<file path="config.mk">
export PLATFORM = sky130hd
export DESIGN_NAME = rrs_front_flat
export DESIGN_NICKNAME = d
export VERILOG_FILES = /design/src/rrs_pkg.sv /design/src/rrs_in_if.sv /design/src/rrs_front.sv /design/src/flat_wrapper.sv
export SDC_FILE = /design/constraint.sdc
export NUM_CORES = 1
export LEC_CHECK = 0
export BUFFER_PORTS_ARGS = -buffer_cell sky130_fd_sc_hd__buf_4
export CAP_MARGIN = 10
export CORE_UTILIZATION = 41
export DETAILED_ROUTE_END_ITERATION = 16
export HOLD_SLACK_MARGIN = 0.03
export PLACE_DENSITY_LB_ADDON = 0.05
export SETUP_SLACK_MARGIN = 0.5
export SLEW_MARGIN = 15
export SYNTH_ARGS = -nofsm -noshare
export SYNTH_HDL_FRONTEND = slang
export SYNTH_SLANG_ARGS = --single-unit
export TNS_END_PERCENT = 30
</file>
<file path="constraint.sdc">
create_clock -name i_clk -period 3.6 [get_ports i_clk]
set_input_delay 0 -clock i_clk [delete_from_list [all_inputs] [get_ports i_clk]]
set_output_delay 0 -clock i_clk [all_outputs]
set_load 0.01 [all_outputs]
</file>
<file path="src/rrs_pkg.sv">
// Shared types and constants of the rotated region sampler.
package rrs_pkg;

    localparam int FRAC_BITS   = 14;
    localparam int Q_DEPTH     = 4;
    localparam int Q_PTR_W     = 2;
    localparam int Q_CNT_W     = 3;
    localparam int REGION_MAX  = 256;
    localparam int CFG_INDEX_W = 3;
    localparam int CFG_DATA_W  = 16;

    typedef enum logic [0:0] {
        OP_WRITE  = 1'b0,
        OP_SAMPLE = 1'b1
    } t_opcode;

    typedef enum logic [CFG_INDEX_W-1:0] {
        CFG_IMAGE_WIDTH   = 3'd0,
        CFG_IMAGE_HEIGHT  = 3'd1,
        CFG_CENTER_X      = 3'd2,
        CFG_CENTER_Y      = 3'd3,
        CFG_REGION_WIDTH  = 3'd4,
        CFG_REGION_HEIGHT = 3'd5,
        CFG_COS_FACTOR    = 3'd6,
        CFG_SIN_FACTOR    = 3'd7
    } t_cfg_index;

    typedef struct packed {
        logic        [8:0]  image_width;
        logic        [8:0]  image_height;
        logic signed [9:0]  center_x;
        logic signed [9:0]  center_y;
        logic        [8:0]  region_width;
        logic        [8:0]  region_height;
        logic signed [15:0] cos_factor;
        logic signed [15:0] sin_factor;
    } t_cfg;

    // One queued job: a pixel write, or a sample with its region offsets.
    typedef struct packed {
        t_opcode            op;
        logic        [15:0] pixel_index;
        logic        [7:0]  pixel_value;
        logic signed [9:0]  col_off;
        logic signed [9:0]  row_off;
        logic               last;
    } t_job;

    typedef struct packed {
        logic               full;
        logic               empty;
        logic [Q_CNT_W-1:0] count;
    } t_q_status;

endpackage

</file>
<file path="src/rrs_in_if.sv">
// Input channel: pixel writes and sample requests.
interface rrs_in_if;
    logic        valid;
    logic        ready;
    logic [0:0]  opcode;
    logic [15:0] pixel_index;
    logic [7:0]  pixel_value;

    modport source (output valid, output opcode, output pixel_index, output pixel_value,
                    input ready);
    modport sink   (input valid, input opcode, input pixel_index, input pixel_value,
                    output ready);
endinterface

</file>
<file path="src/rrs_front.sv">
// Front end: accept words, track the region raster position, build jobs.
module rrs_front (
    input  logic               i_clk,
    input  logic               i_rst_n,
    input  rrs_pkg::t_cfg      i_cfg,
    input  rrs_pkg::t_q_status i_q_status,
    rrs_in_if.sink             i_in,
    output logic               o_push,
    output rrs_pkg::t_job      o_job
);
    logic [7:0] r_col;
    logic [7:0] r_row;
    logic [7:0] n_col;
    logic [7:0] n_row;
    logic [8:0] rw;
    logic [8:0] rh;
    logic       col_end;
    logic       row_end;
    logic       is_sample;

    assign i_in.ready = !i_q_status.full;
    assign o_push     = i_in.valid && !i_q_status.full;
    assign is_sample  = rrs_pkg::t_opcode'(i_in.opcode) == rrs_pkg::OP_SAMPLE;

    // Zero size reads as one, anything above the region limit as the limit.
    always_comb begin
        if (i_cfg.region_width == 9'd0) begin
            rw = 9'd1;
        end else if (32'(i_cfg.region_width) > rrs_pkg::REGION_MAX) begin
            rw = 9'(rrs_pkg::REGION_MAX);
        end else begin
            rw = i_cfg.region_width;
        end
        if (i_cfg.region_height == 9'd0) begin
            rh = 9'd1;
        end else if (32'(i_cfg.region_height) > rrs_pkg::REGION_MAX) begin
            rh = 9'(rrs_pkg::REGION_MAX);
        end else begin
            rh = i_cfg.region_height;
        end
    end

    // A counter at or past its last index ends the row or region.
    assign col_end = ({1'b0, r_col} + 9'd1) >= rw;
    assign row_end = ({1'b0, r_row} + 9'd1) >= rh;

    always_comb begin
        if (col_end) begin
            n_col = 8'd0;
            n_row = row_end ? 8'd0 : r_row + 8'd1;
        end else begin
            n_col = r_col + 8'd1;
            n_row = r_row;
        end
    end

    always_comb begin
        o_job.op          = rrs_pkg::t_opcode'(i_in.opcode);
        o_job.pixel_index = i_in.pixel_index;
        o_job.pixel_value = i_in.pixel_value;
        o_job.col_off     = $signed({2'b00, r_col}) - $signed({2'b00, rw[8:1]});
        o_job.row_off     = $signed({2'b00, r_row}) - $signed({2'b00, rh[8:1]});
        o_job.last        = col_end && row_end;
    end

    always_ff @(posedge i_clk) begin
        if (!i_rst_n) begin
            r_col <= 8'd0;
            r_row <= 8'd0;
        end else if (o_push && is_sample) begin
            r_col <= n_col;
            r_row <= n_row;
        end
    end
endmodule

</file>
<file path="src/flat_wrapper.sv">
// flat-port wrapper written by rule: the top's interface ports become plain ports
module rrs_front_flat 
  (i_clk, i_rst_n, i_cfg, i_q_status, o_push, o_job, i_in_valid, i_in_opcode, i_in_pixel_index, i_in_pixel_value, i_in_ready);
  rrs_in_if i_in_i ();
  input  logic i_clk;
  input  logic i_rst_n;
  input  rrs_pkg::t_cfg i_cfg;
  input  rrs_pkg::t_q_status i_q_status;
  output logic o_push;
  output rrs_pkg::t_job o_job;
  input wire logic [$bits(i_in_i.valid)-1:0] i_in_valid;
  input wire logic [$bits(i_in_i.opcode)-1:0] i_in_opcode;
  input wire logic [$bits(i_in_i.pixel_index)-1:0] i_in_pixel_index;
  input wire logic [$bits(i_in_i.pixel_value)-1:0] i_in_pixel_value;
  output wire logic [$bits(i_in_i.ready)-1:0] i_in_ready;
  assign i_in_i.valid = i_in_valid;
  assign i_in_i.opcode = i_in_opcode;
  assign i_in_i.pixel_index = i_in_pixel_index;
  assign i_in_i.pixel_value = i_in_pixel_value;
  assign i_in_ready = i_in_i.ready;
  rrs_front u_core (.i_clk(i_clk), .i_rst_n(i_rst_n), .i_cfg(i_cfg), .i_q_status(i_q_status), .i_in(i_in_i), .o_push(o_push), .o_job(o_job));
endmodule
</file>
# After elaboration in Yosys (flattened, before gate mapping)
# Cells that the tools add are included.
# W data, S select, Z words.
# totals
ff_bits,16
# classes
n_mux,6
n_reduce_logical,7
magnitude_cmp,4
n_addsub,6
# op_table
operator,count
$mux W9,4
$add A8 B1 Y9 const B,2
$ge A9 B9 Y1,2
$gt A9 B9 Y1 const B,2
$logic_not A9 Y1,2
$sub A8 B8 Y9,2
$add A8 B1 Y8 const B,2
$mux W8,2
$logic_and A1 B1 Y1,3
$reduce_and A2 Y1,1
$logic_not A1 Y1,1

# Longest topological paths before layout
# logic_depth
ltp_word,5
mapped_depth,11
mapped_depth_nobuf,11

# Least setup slack after synthesis
# OpenSTA, ideal clock, no wires.
# synth_timing
path_type,flip-flop to flip-flop
from,reg u_core.r_col[1]
to,reg u_core.r_col[2]
path_stages_with_launch,11
t_required_ps,3483
synth_period_minus_slack_ps,2524
path_buffers,0
path_slack_ps,1076
t_arrival_ps,2407
path_cell_list,dfxtp_1 > ha_1 > and3_1 > and3_1 > and3_1 > ha_1 > nand2_1 > or3_1 > nand2_1 > o21ai_0 > a32o_1
# synth_via
elab_chain_len,3
word_cells_on_any_way,4
classes_between,add/sub (2); order compare (1); mux (1)
# synth_lines
item,line,rtl
start: declaration,rrs_front.sv:11,logic [7:0] r_col;
start signal: assignment,rrs_front.sv:71,r_col <= n_col;
$add A8 B1 Y9,rrs_front.sv:44,"assign col_end = ({1'b0, r_col} + 9'd1) >= rw;"
$ge A9 B9 Y1,rrs_front.sv:44,
$mux W8 *,rrs_front.sv:48,if (col_end) begin
# Mark *: on every way between the ends. The rest lies on a longest branch, timed or not.
# A chain may end at the register's enable or synchronous reset.

# Worst setup path after layout
# layout_timing
from,reg u_core.r_col[1]
to,reg u_core.r_row[3]
# layout_via
elab_chain_len,3
# layout_lines
item,line,rtl
$add A8 B1 Y9,rrs_front.sv:44,
$ge A9 B9 Y1,rrs_front.sv:44,
$reduce_and A2 Y1 (no line),n/a,
end signal: assignment,rrs_front.sv:72,r_row <= n_row;
end: declaration,rrs_front.sv:12,logic [7:0] r_row;
# No other way between the ends.

==> impl_summary.md <==
Global routing
For met3 alone, demand over resource in global routing was around 3.1%. The via count of the first global-routing pass came to between 1500 and 2000. Global routing consumed, on the met1 layer, between 20% and 30% of the routing resources. The routing layer with the top usage in global route is met1. Summed over all layers, the global routing overflow is 0. The met2 usage is between 20% and 30%. The global-route wire length before repair is 8.26 mm.

The number of antenna violations at the first check in global routing is 0. In the global route stage, overall resource usage came out at between 10% and 20%. Entering global routing, the biggest net connects 29 pins.

Min path
The startpoint identified for the worst hold timing path is i_rst_n. The path class of the tightest hold or removal check is in2reg.

Pwr
The analysis attributes to net switching a power of 0.166 mW. Power spread over the standard cell area amounts to 196 nW/um^2. Combinational logic is responsible for a little under two fifths of the overall power.

Across the VDD grid, the largest voltage drop is roughly 140 uV. The clock network power share is between 20 and 30%. For this design the static power due to leakage is approximately 1.3 nW.

The internal portion of the total power is roughly 0.38 mW. The fraction of power consumed by sequential logic is between 30% and 40%. Of the total power, the share spent switching nets is a little under a third.

Yosys
The cell area that synthesis handed to floorplanning was 2260 um^2. Synthesis produced a netlist with a net count of about 450. The warning count from the yosys run is 0. The cell count after synthesis is 286. In this run, synthesis inferred 0 flip-flops with an integrated enable. The register bit count reported by yosys is 16.

The unique cell type count in the Yosys netlist is 42. The prevailing post-synth register cell is sky130_fd_sc_hd__dfxtp_1. Of all flip-flops after synthesis, the portion carrying an async set or reset was 0%.

After synthesis, the mean cell area works out to slightly below 8 um^2. Sequential cells were found to cover 14.2% of the synthesized design area.

Critical path
STA puts the critical path data required time at 3790 ps. STA classifies the critical path endpoint as a register. The critical path starts at u_core.r_col[1]. The classification of the worst setup path is reg2reg. The maximum single-stage delay on the critical path is between 400 and 500 ps. The most numerous cell type found on the critical path is sky130_fd_sc_hd__ha_1. The startpoint kind of the worst setup timing path is a register. Among all stages on the critical path, the largest delay is contributed by sky130_fd_sc_hd__dfxtp_1.

The buffer and inverter count on the worst path is 1. The startpoint identified for the worst register-to-register timing path is u_core.r_col[1]. The signal on the critical path passes through ha_1 > and3_1 > nand3_1 > xnor2_1 > ha_1 > a21oi_1 > o21ai_0 > a41oi_2 > buf_4 > a21oi_4 > nand2b_4 > o22ai_2. The cell family contributing the most delay on the critical path is compound AO/OA/AOI/OAI gates. For the worst setup path, the data arrival time is ~3100 ps.

The peak fanout along the critical path is 9.

Clock tree
The cell sitting at the root of the clock tree is a sky130_fd_sc_hd__clkbuf_8. Clock tree synthesis found a total of 16 sinks. The CTS tree is built. The longest clock path from root to sink contains 2 buffers. The number of CTS-inserted buffers is 3. The clock reaches the later pin of the worst-skew pair after between 200 and 300 ps. Clock-pin slew was measured on the worst setup and hold paths at approximately 70 ps. The maximum level of the CTS H-tree is 1.

Place
Once detailed placement completed, the half-perimeter wirelength came to just under 4 mm. The number of input and output port buffers inserted is 46. Routability-driven placement finished with a final weighted congestion of 0.805.

Die
Once the floorplan was initialized, standard cells occupied 43.4% of the core. The I/O pin total is around 170. In this run the standard cell core region covers 5200 um^2.

The die is around 76 um tall. The area of the die is roughly 5800 um^2. The floorplan has 26 rows.

The die is approximately 76 um wide.

Cells and area
The number of inserted diodes is 0. The area added between synthesis and finish is 23.5%. The library cells used most frequently in the layout, excluding fill and tap cells, are 47 x sky130_fd_sc_hd__buf_4, 35 x sky130_fd_sc_hd__ha_1, 32 x sky130_fd_sc_hd__nand2_1, 24 x sky130_fd_sc_hd__dlygate4sd3_1, 17 x sky130_fd_sc_hd__inv_1.

Of the cells placed in the final design, the portion with a size suffix greater than 1 is roughly a fifth. Registers take 320 um^2. The most common library cell in the layout ignoring fill and taps is sky130_fd_sc_hd__buf_4. The net count of the finished layout is between 400 and 500.

The area of the multi-input gates is between 1500 and 2000 um^2. The final-layout fill cell count is 513.

Detailed routing
The final wirelength is 4.98 mm. After the first detailed-routing iteration, the DRC count stood at 72. The residual antenna-violating net count after detailed routing is 0. The post-detailed-route wirelength per cell is between 10 and 15 um. After detailed routing, the number of vias per cell comes to ~5.1. The via count of the routed design is slightly above 2000. The number of design rule violations left after detail routing is 0. The first-pass iteration count of the detailed router is 4.

Run
The total of max-cap violations is 0.

Timing
The highest clock frequency the design can meet is around 350 MHz. Across all hold checks on the routed design, the worst slack comes to about 140 ps. For the pin with the worst max-slew slack, the measured transition is around 390 ps. The remaining max-slew budget at the tightest pin is roughly 74%. The final setup violation count is 0. The post-layout minimum cycle time is around 2900 ps. Setup repair after global routing left no endpoint under its margin. The final sum of negative setup slack is 0 ps. The number of endpoints with negative hold slack in the final report came to 0.

The clock skew after layout is 1.08 ps. The final count of pins violating max slew was 0. Dividing the final minimum period by the clock period gives 79.9%.

Status
The run finished with clean final reports.
[registers in the layout, summed over array words and instances, names as in the netlist]
name	flops
u_core.r_row	8
u_core.r_col	8
[final timing paths]
kind | end | slack (ps) | cells past startpoint
worst max-delay path | u_core.r_row[3] | 720 | 12
worst max register to register | u_core.r_row[3] | 720 | 12
worst min register to register | u_core.r_col[0] | 520 | 2
worst min-delay path | u_core.r_col[0] | 140 | 2
[cell families (layout without fill, tap and decap cells)]
kind of cell / after synthesis / in the layout / synth area share [%]
AND/OR/NAND/NOR: 97 / 97 / 22.8
buffers and inverters: 48 / 92 / 12.5
adder cells (fa/ha/maj): 38 / 38 / 21.7
AO/OA/AOI/OAI: 65 / 65 / 20.4
XOR/XNOR: 22 / 22 / 8.52
flip-flops: 16 / 16 / 14.2
[cells in the mapped netlist, drive strengths merged, types with 3 or more instances]
library cell,n,area share (%)
o21a,6,2.0
a32o,5,2.2
nor2b,8,2.2
dfxtp,16,14
nor3,4,0.89
a21oi,16,4.0
nand3,6,1.3
and3b,3,1.2
o22ai,7,2.5
clkbuf,4,0.66
and3,11,3.0
nand2,33,5.5
nand3b,6,2.0
a211oi,4,1.5
a21boi,6,2.0
o21ai,14,3.3
buf,27,9.0
xor2,13,5.0
nor2,13,2.3
and2,3,0.89
xnor2,9,3.5
ha,36,20
inv,17,2.8
[through the flow]
step / power (mW) / worst slack [ps] / utilization (%) / std cells / instance area [um^2]
floorplan: 0.312 / 1080 / - / 286 / 2260
global placement: 0.356 / 767 / 47.6 / 371 / 2480
detailed placement: 0.356 / 790 / 47.6 / 371 / 2480
CTS: 0.551 / 598 / 53.2 / 399 / 2770
global route: 0.580 / 517 / 53.6 / 400 / 2790
finish: 0.546 / 723 / 53.6 / 400 / 2790
[routing by layer]
layer | wire length, um | vias up | part of all wire [%]
li1 | - | 1081 | -
met1 | 2790 | 891 | 56
met2 | 1920 | 66 | 39
met3 | 238 | 2 | 4.8
met4 | 24 | 0 | 0.48
met5 | 0 | - | 0
[cell type report]
class,count,share of cell area (%)
clock buffers,4,1.97
inverters,17,2.29
multi-input cells,222,59.9
flip-flops and latches,16,11.5
well taps,70,3.14
repair buffers,71,21.2
[repair_timing]
item                                   4_1_cts  5_1_grt
endpoints found under the hold margin       24        0
buffers inserted                             0        1
setup endpoints to repair                    0        1
hold buffers                                24        0
resized for setup                            0        3
[power by group through the flow]
| stage | clock (mW) | combinational (mW) | sequential (mW) |
|---|---|---|---|
| after floorplan | 0 | 0.130 | 0.183 |
| after global placement | 0 | 0.174 | 0.183 |
| after detailed placement | 0 | 0.173 | 0.183 |
| after CTS | 0.168 | 0.204 | 0.179 |
| after global routing | 0.175 | 0.226 | 0.179 |
| final | 0.163 | 0.204 | 0.179 |
Note: power is estimated with default switching activity, not from simulation.
