### config.mk
export PLATFORM = sky130hd
export DESIGN_NAME = rrs_queue
export DESIGN_NICKNAME = d
export VERILOG_FILES = /design/src/rrs_pkg.sv /design/src/rrs_queue.sv
export SDC_FILE = /design/constraint.sdc
export NUM_CORES = 1
export LEC_CHECK = 0
export ABC_AREA = 1
export BUFFER_PORTS_ARGS = -buffer_cell sky130_fd_sc_hd__buf_4
export CAP_MARGIN = 20
export CORE_ASPECT_RATIO = 0.7
export CORE_MARGIN = 1
export CORE_UTILIZATION = 35
export CTS_CLUSTER_SIZE = 24
export DETAILED_ROUTE_END_ITERATION = 7
export GPL_TIMING_DRIVEN = 0
export PLACE_DENSITY = 0.62
export SLEW_MARGIN = 30
export SYNTH_ARGS = -nofsm -noshare
export SYNTH_HDL_FRONTEND = slang
export SYNTH_SLANG_ARGS = --single-unit
### constraint.sdc
create_clock -name i_clk -period 2.8 [get_ports i_clk]
set_input_delay 0.56 -clock i_clk [delete_from_list [all_inputs] [get_ports i_clk]]
set_output_delay 0.56 -clock i_clk [all_outputs]
set_load 0.02 [all_outputs]
### src/rrs_pkg.sv
// Shared types and constants of the rotated region sampler.
package rrs_pkg;

    localparam int FRAC_BITS   = 14;
    localparam int Q_DEPTH     = 4;
    localparam int Q_PTR_W     = 2;
    localparam int Q_CNT_W     = 3;
    localparam int REGION_MAX  = 256;
    localparam int CFG_INDEX_W = 3;
    localparam int CFG_DATA_W  = 16;

    typedef enum logic [0:0] {
        OP_WRITE  = 1'b0,
        OP_SAMPLE = 1'b1
    } t_opcode;

    typedef enum logic [CFG_INDEX_W-1:0] {
        CFG_IMAGE_WIDTH   = 3'd0,
        CFG_IMAGE_HEIGHT  = 3'd1,
        CFG_CENTER_X      = 3'd2,
        CFG_CENTER_Y      = 3'd3,
        CFG_REGION_WIDTH  = 3'd4,
        CFG_REGION_HEIGHT = 3'd5,
        CFG_COS_FACTOR    = 3'd6,
        CFG_SIN_FACTOR    = 3'd7
    } t_cfg_index;

    typedef struct packed {
        logic        [8:0]  image_width;
        logic        [8:0]  image_height;
        logic signed [9:0]  center_x;
        logic signed [9:0]  center_y;
        logic        [8:0]  region_width;
        logic        [8:0]  region_height;
        logic signed [15:0] cos_factor;
        logic signed [15:0] sin_factor;
    } t_cfg;

    // One queued job: a pixel write, or a sample with its region offsets.
    typedef struct packed {
        t_opcode            op;
        logic        [15:0] pixel_index;
        logic        [7:0]  pixel_value;
        logic signed [9:0]  col_off;
        logic signed [9:0]  row_off;
        logic               last;
    } t_job;

    typedef struct packed {
        logic               full;
        logic               empty;
        logic [Q_CNT_W-1:0] count;
    } t_q_status;

endpackage

### src/rrs_queue.sv
// Short job queue between the front end and the sampling pipeline.
module rrs_queue (
    input  logic               i_clk,
    input  logic               i_rst_n,
    input  logic               i_push,
    input  rrs_pkg::t_job      i_job,
    input  logic               i_pop,
    output rrs_pkg::t_job      o_job,
    output rrs_pkg::t_q_status o_status
);
    rrs_pkg::t_job                r_slot [rrs_pkg::Q_DEPTH];
    logic [rrs_pkg::Q_PTR_W-1:0] r_wr_ptr;
    logic [rrs_pkg::Q_PTR_W-1:0] r_rd_ptr;
    logic [rrs_pkg::Q_CNT_W-1:0] r_count;

    assign o_job           = r_slot[r_rd_ptr];
    assign o_status.full   = r_count == rrs_pkg::Q_CNT_W'(rrs_pkg::Q_DEPTH);
    assign o_status.empty  = r_count == '0;
    assign o_status.count  = r_count;

    always_ff @(posedge i_clk) begin
        if (i_push) begin
            r_slot[r_wr_ptr] <= i_job;
        end
    end

    always_ff @(posedge i_clk) begin
        if (!i_rst_n) begin
            r_wr_ptr <= '0;
            r_rd_ptr <= '0;
            r_count  <= '0;
        end else begin
            if (i_push) begin
                r_wr_ptr <= r_wr_ptr + 1'b1;
            end
            if (i_pop) begin
                r_rd_ptr <= r_rd_ptr + 1'b1;
            end
            case ({i_push, i_pop})
                2'b10:   r_count <= r_count + 1'b1;
                2'b01:   r_count <= r_count - 1'b1;
                default: r_count <= r_count;
            endcase
        end
    end
endmodule

Word level (Yosys, flattened, before mapping)

Memories as Yosys holds them, arrays and structs flattened. A register that Yosys moved wholly into a read port is not among the register bits.
Cells that the tools add are included.
Widths: inputs -> output; s select.

Flip-flop bits (word level): 7
Bits in latches: 0
Memory bits (writable): 184
Bits in read-only memories: 0
Output and inout bits: 51
Word-level logic and storage cells: 18
Memories kept: 1

Add/sub/neg operators: 4
$mul: 0
Divide/modulo/power cells: 0
Magnitude comparators: 0
Equal/unequal tests: 3
Shifts and indexed selects: 0
Multiplexer cells: 5
Bitwise operators: 0
Reductions and logical operators: 2

Memories:

| name   | words | bits a word | read ports | clocked after Yosys merged registers in | wr ports | line            | text |
|---|---|---|---|---|---|---|---|
| r_slot | 4     | 46          | 1          | 1                                       | 1        | rrs_queue.sv:11 | `rrs_pkg::t_job r_slot [rrs_pkg::Q_DEPTH];` |

Operators by type and width:

| kind                | number |
|---|---|
| $pmux 3 s2          | 1 |
| $add 2x1->2 const B | 2 |
| $mux 2              | 2 |
| $add 3x1->3 const B | 1 |
| $eq 3x3->1 const B  | 1 |
| $logic_not 3->1     | 1 |
| $sub 3x1->3 const B | 1 |
| $eq 2x1->1 const B  | 1 |
| $eq 2x2->1 const B  | 1 |
| $mux 1              | 2 |
| $reduce_bool 2->1   | 1 |

Logic depth before layout (Yosys ltp)

Gate-level depths: netlist of the first run.

Depth in word-level cells: 3
Gate-level depth with buffers: 10
Depth with buffers taken out: 10

Least setup slack after synthesis of the first run

No wires, ideal clock.

Kind: input port to flip-flop
Start: in i_push
End: mem r_slot[0][0] (netlist bit) (enable)
Arrival: 1.495 ns
Slack: 0.905 ns
Cell stages on the path: 2
Path buffers: 0
Cell sequence: nand2_1 > inv_1

Longest elaborated chain between the ends: 2

RTL lines:

| item                         | line            | text |
|---|---|---|
| start, declared              | rrs_queue.sv:5  | `input logic i_push,` |
| $mux 1                       | rrs_queue.sv:22 | `if (i_push) begin` |
| $mux 1 (not written as such) | rrs_queue.sv:23 | `r_slot[r_wr_ptr] <= i_job;` |
| end, declared                | rrs_queue.sv:11 |  |

No other way between the ends.

==> flow_metrics.py, run 1 <==
metrics = {
    "outcome": {
        "status": "finished clean",
    },
    "timing": {
        "finalSetupViolCount": 0,
        "worst_pin_slew_ns": 0.507,
        "max_clock_freq_mhz": 384,
        "fin_crit_ns": 2.60,
        "tns_ns": 0,
        "final-max-slew-violation-count": 0,
        "max_slew_margin_pct": 66.2,
        "rsz0062_at_grt": "false",
        "finalCritPeriodShare_pct": 93.0,
        "finClkSkew_ns": 0.00743,
        "final_hold_viol_count": 0,
    },
    "place": {
        "portBuffers": 100,
        "hpwl_um": 10500,
        "gp_congestion": 0.779,
    },
    "clock_tree": {
        "clk_path_buf_depth": 2,
        "cts_setup_buffers": 0,
        "numCtsBuffers": 17,
        "cts_resized": 0,
        "cts_tree": "built",
        "cts_sinks": 193,
        "clk_latency_ns": 0.42,
        "root_buffer": "clkbuf_16",
        "htreeDepth": 4,
        "hold_buffers": 0,
        "clk_pin_slew_ns": 0.07,
    },
    "layout": {
        "syn2layout_area_growth_pct": 24.3,
        "drive_gt1_share_pct": 24.5,
        "final_cell_mix": "edfxtp_1, buf_4, nor2_1, o21ai_0, o22ai_1",
        "final_nets": 681,
        "n_antenna_cell": 0,
        "final_common_cell": "edfxtp_1",
    },
    "synthesis": {
        "syn_inst": 502,
        "ys_seq_area_share_pct": 78.6,
        "syn_area_um2": 7260,
        "syn_nets": 558,
        "syn_avg_cell_area_um2": 14.5,
        "yosys_warnings": 0,
        "ys_types": 20,
        "ys_ff_latch": 193,
    },
    "power_and_ir_drop": {
        "power.density_nw_per_um2": 715,
        "ir_drop_uv": 413,
        "p_total_uw": 6460,
        "p_leak_uw": 0.00320,
    },
    "die": {
        "die_y_um": 123,
        "dieWidth_um": 174,
        "die_area_um2": 21300,
        "num_rows": 43,
        "initial_core_util_pct": 36.2,
        "io_pins": 101,
        "core_um2": 20100,
    },
    "setup_path": {
        "arrival_ns": 2.04,
        "r2r_cells": 5,
        "r2r_end": "r_slot[0][12]",
        "start_kind": "flip-flop",
        "rrSetupSlack_ns": 1.25,
        "path_max_fanout": 10,
        "endpoint_kind": "output port",
        "critical_path_class": "flip-flop to output port",
        "required_ns": 2.24,
        "timing.rr.start": "r_wr_ptr[0]",
    },
    "grt": {
        "grt_pass1_vias": 4584,
        "antenna_found_initial": 0,
        "grt_max_degree": 40,
        "track_usage_pct": 15.9,
        "globalRoute.totalOverflow": 0,
        "grt_pass1_wl_um": 24900,
    },
    "route": {
        "drt-pass1-iter-count": 4,
        "drt_iter0_markers": 474,
        "via_per_inst": 4.98,
        "wl_per_cell_um": 18.2,
        "antenna_left": 0,
        "routed_wl_um": 16500,
        "vias": 4526,
        "drc_errors": 0,
    },
    "min_path": {
        "min-delay-start": "i_job[1]",
        "hold_end": "r_slot[1][1]",
        "holdPathStages": 1,
        "min_path_type": "primary input to flip-flop",
    },
    "flow_run": {
        "drv_cap": 0,
    },
}
==> power by group <==
| part | total [uW] | switching (uW) | internal (uW) |
|---|---|---|---|
| registers | 3330 | 33.5 | 3290 |
| clock network | 2330 | 1020 | 1310 |
| logic | 800 | 499 | 301 |
| total | 6460 | 1550 | 4910 |
==> cells by family after synthesis <==
| family | synth area share (%) |
|---|---|
| flops | 78.6 |
| compound gates | 11.1 |
| simple gates | 5.67 |
| buf+inv | 3.58 |
| fa+ha+maj | 1.14 |
==> metal layers <==
| layer | track usage (%) | vias to the layer above | share of wire, % |
|---|---|---|---|
| li1 | - | 2124 | - |
| met1 | 20.7 | 2248 | 44 |
| met2 | 26.1 | 142 | 48 |
| met3 | 4.31 | 12 | 6.6 |
| met4 | 5.21 | 0 | 0.81 |
| met5 | 0 | - | 0 |
==> cell usage after synthesis <==
| master | instances | area share (%) |
|---|---|---|
| clkbuf_1 | 11 | 0.57 |
| clkinv_1 | 1 | 0.052 |
| nor2_1 | 95 | 4.9 |
| o21ai_0 | 64 | 4.4 |
| nand3_1 | 1 | 0.069 |
| inv_1 | 15 | 0.78 |
| inv_2 | 1 | 0.052 |
| a21oi_1 | 5 | 0.34 |
| fa_1 | 1 | 0.28 |
| nor3_1 | 2 | 0.14 |
| buf_2 | 7 | 0.48 |
| buf_4 | 1 | 0.10 |
| o21ai_1 | 34 | 2.3 |
| edfxtp_1 | 184 | 76 |
| nand2_1 | 9 | 0.47 |
| ha_1 | 5 | 0.86 |
| o22ai_1 | 46 | 4.0 |
| buf_6 | 10 | 1.6 |
| dfxtp_1 | 9 | 2.5 |
| nand4_1 | 1 | 0.086 |
==> registers in the layout, indices dropped and copies added, names as in the netlist, named ones only <==
| name | flops |
|---|---|
| r_slot | 184 |
| r_count | 3 |
| r_rd_ptr | 2 |
| r_wr_ptr | 2 |
==> metrics by stage <==
step / setup slack (ns) / utilization (%) / hold WS [ns] / instances / instance area [um^2]
3_5_place_dp: 0.629 / 42.2 / 0.440 / 876 / 8460
5_1_grt: 0.00316 / 45.0 / 0.311 / 908 / 9030
3_3_place_gp: 0.00230 / 41.6 / 0.424 / 872 / 8350
6_report: 0.196 / 45.0 / 0.328 / 908 / 9030
4_1_cts: 0.149 / 45.0 / 0.314 / 908 / 9030
2_1_floorplan: 0.905 / - / 0.412 / 502 / 7260
==> worst max path at each step <==
stage                     depth (start not counted)      endpoint  slack (ns)  startpoint
after detailed placement                          5     o_job[34]        0.63   flip-flop
after global routing                              5     o_job[34]       0.003   flip-flop
after global placement                            3  r_slot[0][5]       0.002      i_push
after CTS                                         5     o_job[34]        0.15   flip-flop
final                                             5     o_job[11]        0.20   flip-flop
after floorplan                                   2  r_slot[0][0]        0.90      i_push
==> worst max-delay path, cell delays in order, from the launching register on <==
cell and delay [ns]:
dfxtp_1 0.34, buf_4 0.20, clkbuf_1 0.41, o21ai_0 0.17
o22ai_1 0.29, buf_4 0.20
==> cell type report <==
| type | instances | area [um^2] |
|---|---|---|
| inverters | 17 | 73.8 |
| flip-flops and latches | 193 | 5710 |
| well taps | 270 | 338 |
| clock buffers | 19 | 433 |
| plain buffers | 29 | 196 |
| repair buffers | 104 | 853 |
| multi-input cells | 263 | 1300 |
| fillers | 1783 | 11000 |
| clock inverters | 13 | 134 |
Power figures use the tool's default switching activity.
==> run 2: changes to the inputs <==
Settings changed: ABC_AREA 1 to 0, PLACE_DENSITY 0.62 to unset.
==> run 2 against run 1 <==
  * Global-route usage down 3.1 points
  * Power up 2.1%
  * Non-clock buffer count shrank 19
  * Worst setup slack improved by 0.15 ns
  * Synthesized cell count is 43% lower
==> flow_metrics.py, run 2 <==
metrics = {
    "place": {
        "portBuffers": 100,
        "gp_congestion": 0.715,
        "place_area_um2": 8330,
        "hpwl_um": 8070,
    },
    "grt": {
        "grt_pass1_wl_um": 19700,
        "antenna_found_initial": 0,
        "track_usage_pct": 12.9,
        "globalRoute.totalOverflow": 0,
        "grt_max_degree": 27,
        "grt_pass1_vias": 3489,
    },
    "synthesis": {
        "syn_inst": 286,
        "yosysTopAreaCell": "edfxtp_1",
        "syn_avg_cell_area_um2": 25.0,
        "ys_seq_area_share_pct": 79.8,
        "synth.top_cell.area_share_pct": 77.3,
        "ys_types": 22,
        "ys.flop_type": "edfxtp_1",
        "synth_edf_count": 184,
        "synth_area_leaders": "edfxtp_1, mux4_2, dfxtp_1",
        "yosys_warnings": 0,
        "async_reset_ff_share_pct": 0,
        "ys_ff_latch": 193,
        "syn_nets": 342,
        "synthTopCellsByCount": "edfxtp_1, mux4_2, and2_1, dfxtp_1",
        "synth_most_common_cell": "edfxtp_1",
        "syn_area_um2": 7150,
    },
    "flow_run": {
        "drv_cap": 0,
    },
    "route": {
        "drc_errors": 0,
        "antenna_left": 0,
        "vias": 3223,
        "wl_per_cell_um": 18.5,
        "routed_wl_um": 12800,
        "routed-wl-met3_um": 720,
        "wl_met1_um": 5960,
        "drt-pass1-iter-count": 6,
        "via_per_inst": 4.66,
        "topRoutingLayerUsed": "met4",
        "wl_met2_um": 6000,
        "drt_iter0_markers": 282,
    },
    "clock_tree": {
        "clk_pin_slew_ns": 0.07,
        "cts_tree": "built",
        "cts_sinks": 193,
        "cts_resized": 0,
        "hold_buffers": 0,
        "root_buffer": "clkbuf_16",
        "numCtsBuffers": 17,
        "clk_path_buf_depth": 2,
        "cts_setup_buffers": 0,
        "clk_latency_ns": 0.42,
        "htreeDepth": 4,
    },
    "setup_path": {
        "endpoint_kind": "output port",
        "crit_slowest_cell": "mux4_2",
        "path_max_fanout": 10,
        "start_kind": "flip-flop",
        "path_cells": "clkbuf_2 > buf_2 > mux4_2 > buf_4",
        "arrival_ns": 1.89,
        "required_ns": 2.24,
        "cpPeakStageDelay_ns": 0.37,
        "critical_path_class": "flip-flop to output port",
    },
    "layout": {
        "final_common_cell": "edfxtp_1",
        "largest_reg_flops": 184,
        "reg_top3": "r_slot x184, r_count x3",
        "drive_gt1_share_pct": 44.2,
        "syn2layout_area_growth_pct": 24.8,
        "final_nets": 465,
        "regMostFlops": "r_slot",
        "n_antenna_cell": 0,
        "design_area_um2": 8920,
        "final_cell_mix": "edfxtp_1, buf_4, mux4_2, clkbuf_16, dfxtp_1",
    },
    "timing": {
        "rsz0062_at_grt": "false",
        "finalCritPeriodShare_pct": 87.6,
        "final_hold_viol_count": 0,
        "worst_pin_slew_ns": 0.445,
        "finalSetupViolCount": 0,
        "max_slew_margin_pct": 70.3,
        "finClkSkew_ns": 0.00693,
        "final-max-slew-violation-count": 0,
        "tns_ns": 0,
        "fin_crit_ns": 2.45,
        "max_clock_freq_mhz": 408,
    },
    "power_and_ir_drop": {
        "p_total_uw": 6600,
        "ir_drop_uv": 323,
        "power.density_nw_per_um2": 739,
        "p_leak_uw": 0.00304,
    },
    "die": {
        "core_um2": 19900,
        "die_y_um": 122,
        "dieWidth_um": 173,
        "num_rows": 43,
        "initial_core_util_pct": 35.9,
        "die_area_um2": 21000,
        "io_pins": 101,
    },
    "outcome": {
        "status": "finished clean",
    },
    "min_path": {
        "min_path_type": "primary input to flip-flop",
    },
}
-- run 2: cell types whose count changed after synthesis, moves of 11 or more --
cell / previous run / this run
clkbuf_1: 11 / 0
mux4_2: 0 / 40
nor2_1: 95 / 0
o21ai_0: 64 / 2
o21ai_1: 34 / 0
o22ai_1: 46 / 0
-- run 2: metal layers --
| metal | global-route usage (%) | vias up |
|---|---|---|
| met4 | 3.48 | 0 |
| met3 | 4.78 | 9 |
| met5 | 0 | - |
| li1 | - | 1449 |
| met2 | 19.4 | 83 |
| met1 | 17.7 | 1682 |
-- run 2: where the power goes --
part	total (uW)	internal (uW)	leakage, uW	switching (uW)
sequential	3340	3310	0.00176	34.5
clock	2420	1410	0.000283	1010
combinational	833	398	0.000989	435
-- run 2: final cells by class --
class / count / area [um^2]
sequential: 193 / 5710
timing repair buffer: 104 / 831
clock inverter: 11 / 156
fill: 1693 / 11000
buffer: 10 / 116
tap: 270 / 338
clock buffer: 20 / 437
inverter: 6 / 22.5
multi-input combinational: 77 / 1320
-- run 2: through the flow --
step | setup slack, ns | utilization (%) | std cells | hold WS (ns)
final | 0.347 | 44.8 | 691 | 0.339
after detailed placement | 0.721 | 41.8 | 660 | 0.547
after global placement | -0.324 | 41.4 | 656 | 0.507
after global routing | 0.201 | 44.8 | 691 | 0.308
after floorplan | 0.727 | - | 286 | 0.528
after CTS | 0.260 | 44.8 | 691 | 0.315
-- run 2: kinds of logic after synthesis --
kind of cell	count (synthesis)	synth area share [%]
adder cells (fa/ha/maj)	6	1.15
AND/OR/NAND/NOR	16	1.31
flip-flops	193	79.8
AO/OA/AOI/OAI	3	0.245
XOR/XNOR	5	0.613
multiplexers	47	14.9
buffers and inverters	16	1.94
-- run 2: final timing paths --
check | from | end | slack [ns] | depth (start not counted)
worst max-delay path | flip-flop | o_job[12] | 0.35 | 4
worst min-delay path | i_job[34] | r_slot[2][34] | 0.34 | 1
worst max register to register | r_count[0] | r_count[2] | 1.20 | 5
worst min register to register | r_count[2] | r_count[2] | 0.55 | 2
-- run 2: critical path: cells and delay by family (launching register included) --
kind	cells	cell delay (ns)
mux	1	0.37
flops	1	0.30
buf+inv	3	0.80
==> run 3: changes to the inputs <==
Settings changed: PLACE_DENSITY set to 0.58.
==> run 3 against run 2 <==
  * Clock skew grew 0.0025 ns
  * Global-route usage about the same
  * Combinational power hardly changed
  * Worst setup slack worse by 0.011 ns
  * Critical path depth did not move
  * Power fell by 1.5%
  * Via count down 0.53%
==> flow_metrics.py, run 3 (synthesis gave the netlist of run 2 again) <==
metrics = {
    "route": {
        "drc_errors": 0,
        "topRoutingLayerUsed": "met4",
        "wl_met1_um": 5460,
        "antenna_left": 0,
        "wl_met2_um": 6200,
        "vias": 3206,
        "routed_wl_um": 12600,
        "drt-pass1-iter-count": 4,
        "drt_iter0_markers": 157,
        "routed-wl-met3_um": 882,
        "wl_per_cell_um": 18.2,
        "via_per_inst": 4.63,
    },
    "timing": {
        "holdWs_ns": 0.330,
        "rsz0062_at_grt": "false",
        "finalCritPeriodShare_pct": 88.0,
        "finalSetupViolCount": 0,
        "tns_ns": 0,
        "max_slew_margin_pct": 73.5,
        "finClkSkew_ns": 0.00944,
        "final-max-slew-violation-count": 0,
        "max_clock_freq_mhz": 406,
        "worst_slack_ns": 0.336,
        "fin_crit_ns": 2.46,
        "final_hold_viol_count": 0,
        "worst_pin_slew_ns": 0.398,
    },
    "setup_path": {
        "timing.rr.start": "r_count[0]",
        "rrSetupSlack_ns": 1.13,
        "path_max_fanout": 10,
        "r2r_cells": 5,
        "start_kind": "flip-flop",
        "cpPeakStageDelay_ns": 0.37,
        "required_ns": 2.24,
        "crit_slowest_cell": "mux4_2",
        "cp-endpoint": "o_job[17]",
        "critical_path_class": "flip-flop to output port",
        "endpoint_kind": "output port",
        "r2r_end": "r_count[2]",
        "path_cells": "clkbuf_2 > buf_2 > mux4_2 > buf_4",
        "arrival_ns": 1.90,
    },
    "clock_tree": {
        "clk_path_buf_depth": 2,
        "cts_tree": "built",
        "numCtsBuffers": 17,
        "clk_pin_slew_ns": 0.07,
        "root_buffer": "clkbuf_16",
        "cts_sinks": 193,
        "cts_resized": 0,
        "cts_setup_buffers": 0,
        "htreeDepth": 4,
        "clk_latency_ns": 0.43,
        "hold_buffers": 0,
    },
    "outcome": {
        "status": "finished clean",
    },
    "grt": {
        "grt_max_degree": 28,
        "track_usage_pct": 12.9,
        "globalRoute.totalOverflow": 0,
        "antenna_found_initial": 0,
        "grt_pass1_vias": 3527,
        "grt_pass1_wl_um": 19500,
    },
    "layout": {
        "fillCellCount": 1718,
        "final_cell_mix": "edfxtp_1, buf_4, mux4_2, clkbuf_16, dfxtp_1",
        "largest_reg_flops": 184,
        "fin_util_pct": 44.7,
        "n_antenna_cell": 0,
        "drive_gt1_share_pct": 44.3,
        "syn2layout_area_growth_pct": 24.5,
        "final_nets": 465,
        "instances_no_fill": 692,
        "final_common_cell": "edfxtp_1",
        "regMostFlops": "r_slot",
        "reg_top3": "r_slot x184, r_count x3",
    },
    "die": {
        "die_area_um2": 21000,
        "dieWidth_um": 173,
        "num_rows": 43,
        "die_y_um": 122,
        "initial_core_util_pct": 35.9,
        "core_um2": 19900,
        "io_pins": 101,
    },
    "power_and_ir_drop": {
        "p_leak_uw": 0.00303,
        "power.density_nw_per_um2": 730,
        "ir_drop_uv": 433,
    },
    "place": {
        "portBuffers": 100,
        "gp_congestion": 0.707,
        "placedCellCount": 660,
        "hpwl_um": 7990,
        "dp_slack_ns": 0.656,
    },
    "min_path": {
        "holdPathStages": 1,
        "min_path_type": "primary input to flip-flop",
        "min-delay-start": "i_job[1]",
    },
    "flow_run": {
        "drv_cap": 0,
    },
}
==> run 3: cell type report <==
type	instances	area [um^2]	area share (%)
clock buffer	20	437	4.91
clock inverter	12	134	1.50
inverter	6	22.5	0.253
sequential	193	5710	64.1
timing repair buffer	104	831	9.34
buffer	10	116	1.31
tap	270	338	3.80
multi-input combinational	77	1320	14.8
==> run 3: per-layer routing <==
layer  vias up  GRT usage, %
met5         -             0
met4         0          3.54
met3         9          6.02
met2        91          21.3
met1      1663          15.2
li1       1443             -
==> run 3: report_power, final <==
part / internal, uW / switching (uW) / leakage (uW)
registers: 3310 / 33.8 / 0.00176
clock network: 1320 / 1000 / 0.000275
logic: 398 / 438 / 0.000989
total: 5030 / 1470 / 0.00303
==> run 3: how the worst min path moves through the flow <==
stage / end / slack [ns]
floorplan: r_wr_ptr[1] / 0.53
detailed placement: r_count[2] / 0.53
finish: r_slot[1][1] / 0.33
global placement: r_count[2] / 0.51
CTS: r_slot[3][40] / 0.31
global route: r_slot[1][16] / 0.30
==> run 3: stage by stage <==
| step | cell area [um^2] | power (uW) |
|---|---|---|
| 2_1_floorplan | 7150 | 3890 |
| 3_3_place_gp | 8240 | 4230 |
| 3_5_place_dp | 8330 | 4260 |
| 4_1_cts | 8900 | 6580 |
| 5_1_grt | 8900 | 6750 |
| 6_report | 8900 | 6500 |
==> run 3: critical path: cells and delay by family (launching register included) <==
| kind | cells | cell delay (ns) |
|---|---|---|
| mux | 1 | 0.37 |
| flops | 1 | 0.31 |
| buf+inv | 3 | 0.81 |
